## src/hdl/mssel_pkg.sv

```systemverilog
// Package for the marginal state set selector: sizes, constants, helper functions.
// No dependencies.
package mssel_pkg;

    localparam int MaxStates = 16;
    localparam int IdxW      = $clog2(MaxStates);
    localparam int CntW      = IdxW + 1;
    localparam int ProbW     = 17;
    localparam int ErrW      = 40;
    localparam logic [ProbW-1:0] OneQ16 = 17'd65536;
    localparam logic [ErrW-1:0]  ErrMax = {ErrW{1'b1}};

    localparam logic [4:0] RegNumStates  = 5'd0;
    localparam logic [4:0] RegSelectMode = 5'd1;

    // q_k = round(65536 / k), k = 1..16, constant table
    function automatic logic [ProbW-1:0] uniform_q(input logic [CntW-1:0] k);
        logic [ProbW-1:0] q;
        case (k)
            5'd1:    q = 17'd65536;
            5'd2:    q = 17'd32768;
            5'd3:    q = 17'd21845;
            5'd4:    q = 17'd16384;
            5'd5:    q = 17'd13107;
            5'd6:    q = 17'd10923;
            5'd7:    q = 17'd9362;
            5'd8:    q = 17'd8192;
            5'd9:    q = 17'd7282;
            5'd10:   q = 17'd6554;
            5'd11:   q = 17'd5958;
            5'd12:   q = 17'd5461;
            5'd13:   q = 17'd5041;
            5'd14:   q = 17'd4681;
            5'd15:   q = 17'd4369;
            5'd16:   q = 17'd4096;
            default: q = 17'd0;
        endcase
        return q;
    endfunction

    typedef struct packed {
        logic load;
        logic clr_rank;
        logic rank_step;
        logic err_init;
        logic err_step;
        logic err_close;
        logic emit;
    } cmd_t;

    typedef struct packed {
        logic node_done;
        logic i_last;
        logic j_last;
        logic k_last;
    } stat_t;

endpackage

```

## src/hdl/mssel_ctrl.sv

```systemverilog
// Controller for the marginal state set selector: sequences rank, error and emit phases.
// Depends on mssel_pkg.
module mssel_ctrl
(
    input  logic              clk,
    input  logic              rst_n,
    input  logic              start,
    input  logic              mode,
    input  mssel_pkg::stat_t  stat,
    output mssel_pkg::cmd_t   cmd,
    output logic              busy
);

    typedef enum logic [2:0] {S_IDLE, S_RANK, S_ERR_INIT, S_ERR, S_EMIT} state_t;
    state_t state_reg, state_next;

    always_comb
    begin
        cmd = '0;
        state_next = state_reg;
        case (state_reg)
            S_IDLE:
            begin
                cmd.load = start;
                if (start && stat.node_done)
                begin
                    cmd.clr_rank = 1'b1;
                    state_next = S_RANK;
                end
            end
            S_RANK:
            begin
                cmd.rank_step = 1'b1;
                if (stat.i_last && stat.j_last)
                    state_next = mode ? S_EMIT : S_ERR_INIT;
            end
            S_ERR_INIT:
            begin
                cmd.err_init = 1'b1;
                state_next = S_ERR;
            end
            S_ERR:
            begin
                cmd.err_step = 1'b1;
                if (stat.i_last)
                begin
                    cmd.err_close = 1'b1;
                    if (stat.k_last)
                        state_next = S_EMIT;
                end
            end
            S_EMIT:
            begin
                cmd.emit = 1'b1;
                if (stat.i_last)
                    state_next = S_IDLE;
            end
            default: state_next = S_IDLE;
        endcase
    end

    always_ff @(posedge clk or negedge rst_n)
    begin
        if (!rst_n)
            state_reg <= S_IDLE;
        else
            state_reg <= state_next;
    end

    assign busy = (state_reg != S_IDLE);

endmodule

```

## src/hdl/mssel_dp.sv

```systemverilog
// Datapath for the marginal state set selector: store, rank counters, error accumulator.
// Depends on mssel_pkg.
module mssel_dp
(
    input  logic                            clk,
    input  logic                            rst_n,
    input  mssel_pkg::cmd_t                 cmd,
    input  logic [4:0]                      cfg_states,
    input  logic                            mode,
    input  logic [mssel_pkg::ProbW-1:0]     in_probability,
    output mssel_pkg::stat_t                stat,
    output logic                            done,
    output logic [mssel_pkg::IdxW-1:0]      state_index,
    output logic [mssel_pkg::ProbW-1:0]     out_probability,
    output logic [mssel_pkg::IdxW-1:0]      state_rank,
    output logic [mssel_pkg::CntW-1:0]      kept_count,
    output logic                            last_of_node
);

    localparam int IW = mssel_pkg::IdxW;
    localparam int CW = mssel_pkg::CntW;
    localparam int PW = mssel_pkg::ProbW;
    localparam int EW = mssel_pkg::ErrW;

    logic [PW-1:0] prob_reg [mssel_pkg::MaxStates];
    logic [IW-1:0] rank_reg [mssel_pkg::MaxStates];
    logic [IW-1:0] order_reg [mssel_pkg::MaxStates];
    logic [CW-1:0] load_reg;
    logic [CW-1:0] n_reg;
    logic [IW-1:0] i_reg;
    logic [IW-1:0] j_reg;
    logic [CW-1:0] k_reg;
    logic [IW-1:0] cnt_reg;
    logic [EW-1:0] acc_reg;
    logic [EW-1:0] best_reg;
    logic [CW-1:0] keep_reg;
    logic [PW-1:0] max_reg;
    logic [IW-1:0] maxi_reg;
    logic          found_reg;

    // effective count clamp
    logic [CW-1:0] n_eff;
    always_comb
    begin
        if (cfg_states == 5'd0)
            n_eff = CW'(1);
        else if (CW'(cfg_states) > CW'(mssel_pkg::MaxStates) || cfg_states[4] && CW > 5)
            n_eff = CW'(mssel_pkg::MaxStates);
        else
            n_eff = CW'(cfg_states);
    end

    logic [CW-1:0] load_inc;
    assign load_inc = load_reg + CW'(1);
    assign stat.node_done = (load_inc >= n_eff);

    logic [CW-1:0] nm1;
    assign nm1 = n_reg - CW'(1);
    assign stat.i_last = ({1'b0, i_reg} == nm1);
    assign stat.j_last = ({1'b0, j_reg} == nm1);
    assign stat.k_last = (k_reg == n_reg);

    // rank compare
    logic [PW-1:0] pi, pj;
    assign pi = prob_reg[i_reg];
    assign pj = prob_reg[j_reg];
    logic beats;
    assign beats = (pj > pi) || ((pj == pi) && (j_reg < i_reg));
    logic [IW-1:0] cnt_new;
    assign cnt_new = cnt_reg + IW'(beats);

    // error term at rank i
    logic [PW-1:0] q, pr, dd;
    assign q  = mssel_pkg::uniform_q(k_reg);
    assign pr = prob_reg[order_reg[i_reg]];
    always_comb
    begin
        if ({1'b0, i_reg} < k_reg)
            dd = (pr >= q) ? pr - q : q - pr;
        else
            dd = pr;
    end
    logic [2*PW-1:0] sq;
    assign sq = dd * dd;
    logic [EW-1:0] acc_new;
    assign acc_new = acc_reg + EW'(sq);

    always_ff @(posedge clk)
    begin
        if (cmd.load && load_reg < CW'(mssel_pkg::MaxStates))
            prob_reg[load_reg[IW-1:0]] <= in_probability;
        if (cmd.rank_step && stat.j_last)
        begin
            rank_reg[i_reg] <= cnt_new;
            order_reg[cnt_new] <= i_reg;
        end
    end

    always_ff @(posedge clk or negedge rst_n)
    begin
        if (!rst_n)
        begin
            load_reg  <= '0;
            n_reg     <= CW'(1);
            i_reg     <= '0;
            j_reg     <= '0;
            k_reg     <= CW'(1);
            cnt_reg   <= '0;
            acc_reg   <= '0;
            best_reg  <= mssel_pkg::ErrMax;
            keep_reg  <= CW'(1);
            max_reg   <= '0;
            maxi_reg  <= '0;
            found_reg <= 1'b0;
            done      <= 1'b0;
        end
        else
        begin
            done <= 1'b0;
            if (cmd.load)
                load_reg <= stat.node_done ? '0 : load_inc;
            if (cmd.clr_rank)
            begin
                n_reg     <= n_eff;
                i_reg     <= '0;
                j_reg     <= '0;
                cnt_reg   <= '0;
                max_reg   <= '0;
                maxi_reg  <= '0;
                found_reg <= 1'b0;
            end
            if (cmd.rank_step)
            begin
                if (j_reg == '0 && pi > max_reg)
                begin
                    max_reg   <= pi;
                    maxi_reg  <= i_reg;
                    found_reg <= 1'b1;
                end
                if (stat.j_last)
                begin
                    j_reg   <= '0;
                    cnt_reg <= '0;
                    i_reg   <= stat.i_last ? '0 : i_reg + IW'(1);
                    if (stat.i_last && mode)
                        keep_reg <= found_reg || (pi > max_reg) ? CW'(1) : '0;
                end
                else
                begin
                    j_reg   <= j_reg + IW'(1);
                    cnt_reg <= cnt_new;
                end
            end
            if (cmd.err_init)
            begin
                k_reg    <= CW'(1);
                i_reg    <= '0;
                acc_reg  <= '0;
                best_reg <= mssel_pkg::ErrMax;
                keep_reg <= n_reg;
            end
            if (cmd.err_step)
            begin
                if (cmd.err_close)
                begin
                    if (acc_new < best_reg)
                    begin
                        best_reg <= acc_new;
                        keep_reg <= k_reg;
                    end
                    acc_reg <= '0;
                    i_reg   <= '0;
                    k_reg   <= k_reg + CW'(1);
                end
                else
                begin
                    acc_reg <= acc_new;
                    i_reg   <= i_reg + IW'(1);
                end
            end
            if (cmd.emit)
            begin
                done  <= 1'b1;
                i_reg <= stat.i_last ? '0 : i_reg + IW'(1);
            end
        end
    end

    // result regs
    logic [PW-1:0] outp;
    always_comb
    begin
        if (mode)
            outp = (found_reg && i_reg == maxi_reg) ? mssel_pkg::OneQ16 : '0;
        else
            outp = ({1'b0, rank_reg[i_reg]} < keep_reg) ? mssel_pkg::uniform_q(keep_reg) : '0;
    end

    always_ff @(posedge clk)
    begin
        if (cmd.emit)
        begin
            state_index     <= i_reg;
            out_probability <= outp;
            state_rank      <= rank_reg[i_reg];
            kept_count      <= keep_reg;
            last_of_node    <= stat.i_last;
        end
    end

endmodule

```

## src/hdl/marginal_state_set_selector.sv

```systemverilog
// Marginal state set selector: a node completes on its last item; then ranking runs, in mode 0
// an error search follows, then n results on consecutive cycles, one strobe each.
// Up to num_states items are taken one per cycle while idle; busy ends before the last strobe.
// Receiver cannot stall. Async active-low reset clears control, config to 16 states, mode 0.
// Depends on mssel_pkg, mssel_ctrl, mssel_dp.
module marginal_state_set_selector
(
    input  logic                                clk,
    input  logic                                rst_n,
    input  logic                                start,
    output logic                                busy,
    input  logic [mssel_pkg::ProbW-1:0]         in_probability,
    input  logic                                cfg_we,
    input  logic [4:0]                          cfg_index,
    input  logic [4:0]                          cfg_data,
    output logic                                result_valid,
    output logic [mssel_pkg::IdxW-1:0]          state_index,
    output logic [mssel_pkg::ProbW-1:0]         out_probability,
    output logic [mssel_pkg::IdxW-1:0]          state_rank,
    output logic [mssel_pkg::CntW-1:0]          kept_count,
    output logic                                last_of_node
);

    logic [4:0] states_reg;
    logic       mode_reg;
    mssel_pkg::cmd_t  cmd;
    mssel_pkg::stat_t stat;

    // configuration registers
    always_ff @(posedge clk or negedge rst_n)
    begin
        if (!rst_n)
        begin
            states_reg <= 5'd16;
            mode_reg   <= 1'b0;
        end
        else if (cfg_we)
        begin
            if (cfg_index == mssel_pkg::RegNumStates)
                states_reg <= cfg_data;
            else if (cfg_index == mssel_pkg::RegSelectMode)
                mode_reg <= cfg_data[0];
        end
    end

    mssel_ctrl u_ctrl
    (
        .clk   (clk),
        .rst_n (rst_n),
        .start (start),
        .mode  (mode_reg),
        .stat  (stat),
        .cmd   (cmd),
        .busy  (busy)
    );

    mssel_dp u_dp
    (
        .clk             (clk),
        .rst_n           (rst_n),
        .cmd             (cmd),
        .cfg_states      (states_reg),
        .mode            (mode_reg),
        .in_probability  (in_probability),
        .stat            (stat),
        .done            (result_valid),
        .state_index     (state_index),
        .out_probability (out_probability),
        .state_rank      (state_rank),
        .kept_count      (kept_count),
        .last_of_node    (last_of_node)
    );

    // results only come out of the emit phase
    a_valid_busy: assert property (@(posedge clk) disable iff (!rst_n)
        result_valid && !last_of_node |-> busy)
        else $error("result strobe outside busy");
    // last result of node ends busy
    a_last_idle: assert property (@(posedge clk) disable iff (!rst_n)
        result_valid && last_of_node |-> !busy)
        else $error("busy after last result");
    // nonzero output within kept states
    a_kept: assert property (@(posedge clk) disable iff (!rst_n)
        result_valid && out_probability != '0 |-> kept_count != '0)
        else $error("nonzero probability with no kept states");

endmodule
```

## config.mk

```make
export PLATFORM = sky130hd
export DESIGN_NAME = marginal_state_set_selector
export DESIGN_NICKNAME = d
export VERILOG_FILES = /design/src/hdl/mssel_pkg.sv /design/src/hdl/mssel_ctrl.sv /design/src/hdl/mssel_dp.sv /design/src/hdl/marginal_state_set_selector.sv
export SDC_FILE = /design/constraint.sdc
export NUM_CORES = 2
export LEC_CHECK = 0
export BUFFER_PORTS_ARGS = -buffer_cell sky130_fd_sc_hd__buf_2
export CORE_MARGIN = 2
export CORE_UTILIZATION = 26
export DETAILED_ROUTE_END_ITERATION = 7
export MAX_ROUTING_LAYER = met4
export SYNTH_ARGS = -nofsm -noshare
export SYNTH_HDL_FRONTEND = slang
export SYNTH_SLANG_ARGS = --single-unit
```

## constraint.sdc

```tcl
create_clock -name clk -period 12.7 [get_ports clk]
set_input_delay 2.54 -clock clk [delete_from_list [all_inputs] [get_ports clk]]
set_output_delay 2.54 -clock clk [all_outputs]
set_load 0.02 [all_outputs]
```

==> results.cfg <==
[run_status]
outcome = finished, violations left
violations = setup timing

[die]
dieArea_um2 = 164000
core_um2 = 159000
io_pins = 64
start_util = 0.262
fp.dieW_um = 405
die_h_um = 405
core.rowCount = 146

[pwr]
p_leak_nw = 21.6
p_clk_frac = 0.480
ir_drop_uv = 85.9
seqPwrFrac = 0.508
p_per_area_nw_per_um2 = 77.8
p_sw_frac = 0.220
p_comb_frac = 0.011
internal_power_w = 0.00311
p_sw_w = 0.000876
total_power_w = 0.00398

[grt]
antenna_found_initial = 12
grt_pass1_vias = 29600
grt_overflow = 0
grt_max_degree = 82
grt_pass1_wl_um = 177000
grt_usage = 0.144

[setup_path]
cp-startpoint = u_dp.i_reg[0]
cpPeakStageDelay_ns = 0.56
cp.arrival_ns = 13.42
worst_path_max_delay_cell = fa_1
rr_startpoint = u_dp.i_reg[0]
cp-start-kind = flip-flop
worstPathMaxFanout = 9
crit_path_end_kind = flip-flop
cpMostUsedCell = buf_4
worstSetupPathType = flip-flop to flip-flop
cp.required_ns = 13.28

[clocking]
clkSinkCount = 575
clk_pin_slew_ns = 0.06
cts_hold_buffers = 0
clock_latency_ns = 0.67
cts_max_path_buffers = 3
cts_buffers = 67
cts_root_buf = clkbuf_16
cts_tree = yes
htree_levels = 3

[timing]
worst_pin_slew_ns = 1.19
setup-violations-final = 33
rsz0062_at_grt = true
timing.final.ws_setup_ns = -0.145
finalHoldViolCount = 0
slew_viol_final = 0
post-route-period-util = 1.01
max_freq_mhz = 77.9
slew_headroom = 0.200
fin_skew_ns = 0.0289
min_period_ns = 12.84

[layout]
fillers = 15800
largest_register_ffs = 272
area_delta_synth_final_pct = 22.7
final_common_cell = inv_1
seqCellArea_um2 = 16600
nNetsFinal = 4466
instances_no_fill = 6081
layout-drive-gt1-share = 0.293
final_cell_mix = 468 x inv_1, 431 x edfxtp_1, 387 x buf_4
multi_input_area_um2 = 23600

[drt]
vias_per_cell = 4.80
vias = 29200
drc = 0
ant_nets = 0
drt_iter0_drc = 2143
wl_per_cell_um = 19.1
drtPass1Iterations = 6
routed_wl_um = 116000

[synth]
ys_seq_elements = 575
async_reset_ff_frac = 0.250
yosys_warnings = 0
synth_ff_type = edfxtp_1
syn-cell-area_um2 = 41700
ys_seq_area_frac = 0.398
synth_cell_types = 81
syn_area_per_cell_um2 = 11.8
synth_edf_count = 431
syn-instance-count = 3548
syn_nets = 4063

[min_path]
worstHoldStart = u_dp.max_reg[3]
hp-class = flip-flop to flip-flop

[place]
io_buffer_count = 63
post-place-cells = 5881
dpl_worst_slack_ns = -0.527
dpl.hpwl_um = 82100
place.gp.congestion = 0.889

[run]
drv_cap = 0
==> worst max-delay path: cells and delay by family (launching register included) <==
family	cells	cell delay (ns)
adder cells (fa/ha/maj)	9	3.90
AO/OA/AOI/OAI	16	2.97
AND/OR/NAND/NOR	10	1.81
buffers and inverters	15	1.78
multiplexers	5	1.41
flip-flops	1	0.53
XOR/XNOR	2	0.33
==> power by group through the flow <==
stage | registers [W] | clock network [W] | logic (W)
final | 0.00202 | 0.00191 | 0.0000454
after global routing | 0.00202 | 0.00203 | 0.0000519
after CTS | 0.00202 | 0.00195 | 0.0000466
after detailed placement | 0.00206 | 0 | 0.0000466
after global placement | 0.00206 | 0 | 0.0000450
after floorplan | 0.00206 | 0 | 0.0000133
==> repair_timing <==
item                                    in CTS  in global routing
cloned                                       5                  4
buffers inserted                            38                 30
pin swaps                                   58                 53
endpoints found under the setup margin      45                 45
gates resized for setup                    164                179
==> Yosys cell counts, types with 16 or more instances <==
cell	count	area [µm²]
inv_1	477	1790
edfxtp_1	431	12900
nand2_1	272	1020
ha_1	257	3220
nor2_1	250	938
fa_1	227	4540
mux4_2	208	4680
o21ai_0	177	886
mux2i_1	134	1340
a21oi_1	102	510
dfrtp_1	100	2500
clkbuf_1	98	368
nand3_1	77	385
a21o_1	65	488
xnor2_1	53	464
dfstp_2	44	1160
mux2_2	37	417
nor3_1	34	170
and2_1	33	206
buf_2	31	155
nand2b_1	30	188
nor2b_1	30	188
a22o_1	28	245
nand4_1	28	175
xor2_1	28	245
buf_4	26	195
inv_2	18	67.6
o21a_1	18	135
a211oi_1	17	128
buf_1	16	60.1
==> path summary, 6_finish.rpt <==
check	end	slack, ns	cells after the start
worst max-delay path	u_dp.best_reg[3]	-0.14	57
worst min-delay path	u_dp.max_reg[3]	0.50	2
worst max register to register	u_dp.best_reg[3]	-0.14	57
worst min register to register	u_dp.max_reg[3]	0.50	2
max in group asynchronous	u_dp.i_reg[0]	9.23	2
min in group asynchronous	u_dp.acc_reg[7]	1.91	1
==> through the flow <==
stage / hold slack [ns] / instance area (µm²) / utilization / setup TNS, ns
final: 0.499 / 51200 / 0.322 / -2.61
after global routing: 0.522 / 51200 / 0.322 / -20.35
after detailed placement: 0.490 / 46900 / 0.295 / -20.50
after global placement: 0.483 / 46900 / 0.295 / -14.75
after CTS: 0.504 / 50100 / 0.315 / -0.0763
after floorplan: 0.423 / 41700 / - / 0
==> area by class of cell <==
cell class,count,area share
Inverter,497,0.0365
Timing Repair Buffer,518,0.0839
Antenna cell,6,0.000293
Tap cell,2072,0.0507
Sequential cell,575,0.325
Multi-Input combinational cell,2292,0.462
Clock inverter,38,0.00753
Clock buffer,83,0.0347
==> cells by family (layout without fill, tap and decap cells) <==
kind of cell / Yosys count / in the layout / share of synthesized area
XOR/XNOR: 81 / 81 / 0.0170
other: 0 / 6 / 0
AND/OR/NAND/NOR: 814 / 815 / 0.0883
buffers and inverters: 682 / 1136 / 0.0674
adder cells (fa/ha/maj): 484 / 484 / 0.186
multiplexers: 399 / 399 / 0.165
AO/OA/AOI/OAI: 513 / 513 / 0.0778
flip-flops: 575 / 575 / 0.398
==> per-layer routing <==
layer  track usage  vias to the layer above  wire [µm]
met5             -                        -          0
met4        0.0399                        0       2900
met2         0.234                      975      55800
met3        0.0250                      192       7680
met1         0.186                    14700      49800
li1              -                    13300          -
Note: power is estimated with default switching activity, not from simulation.
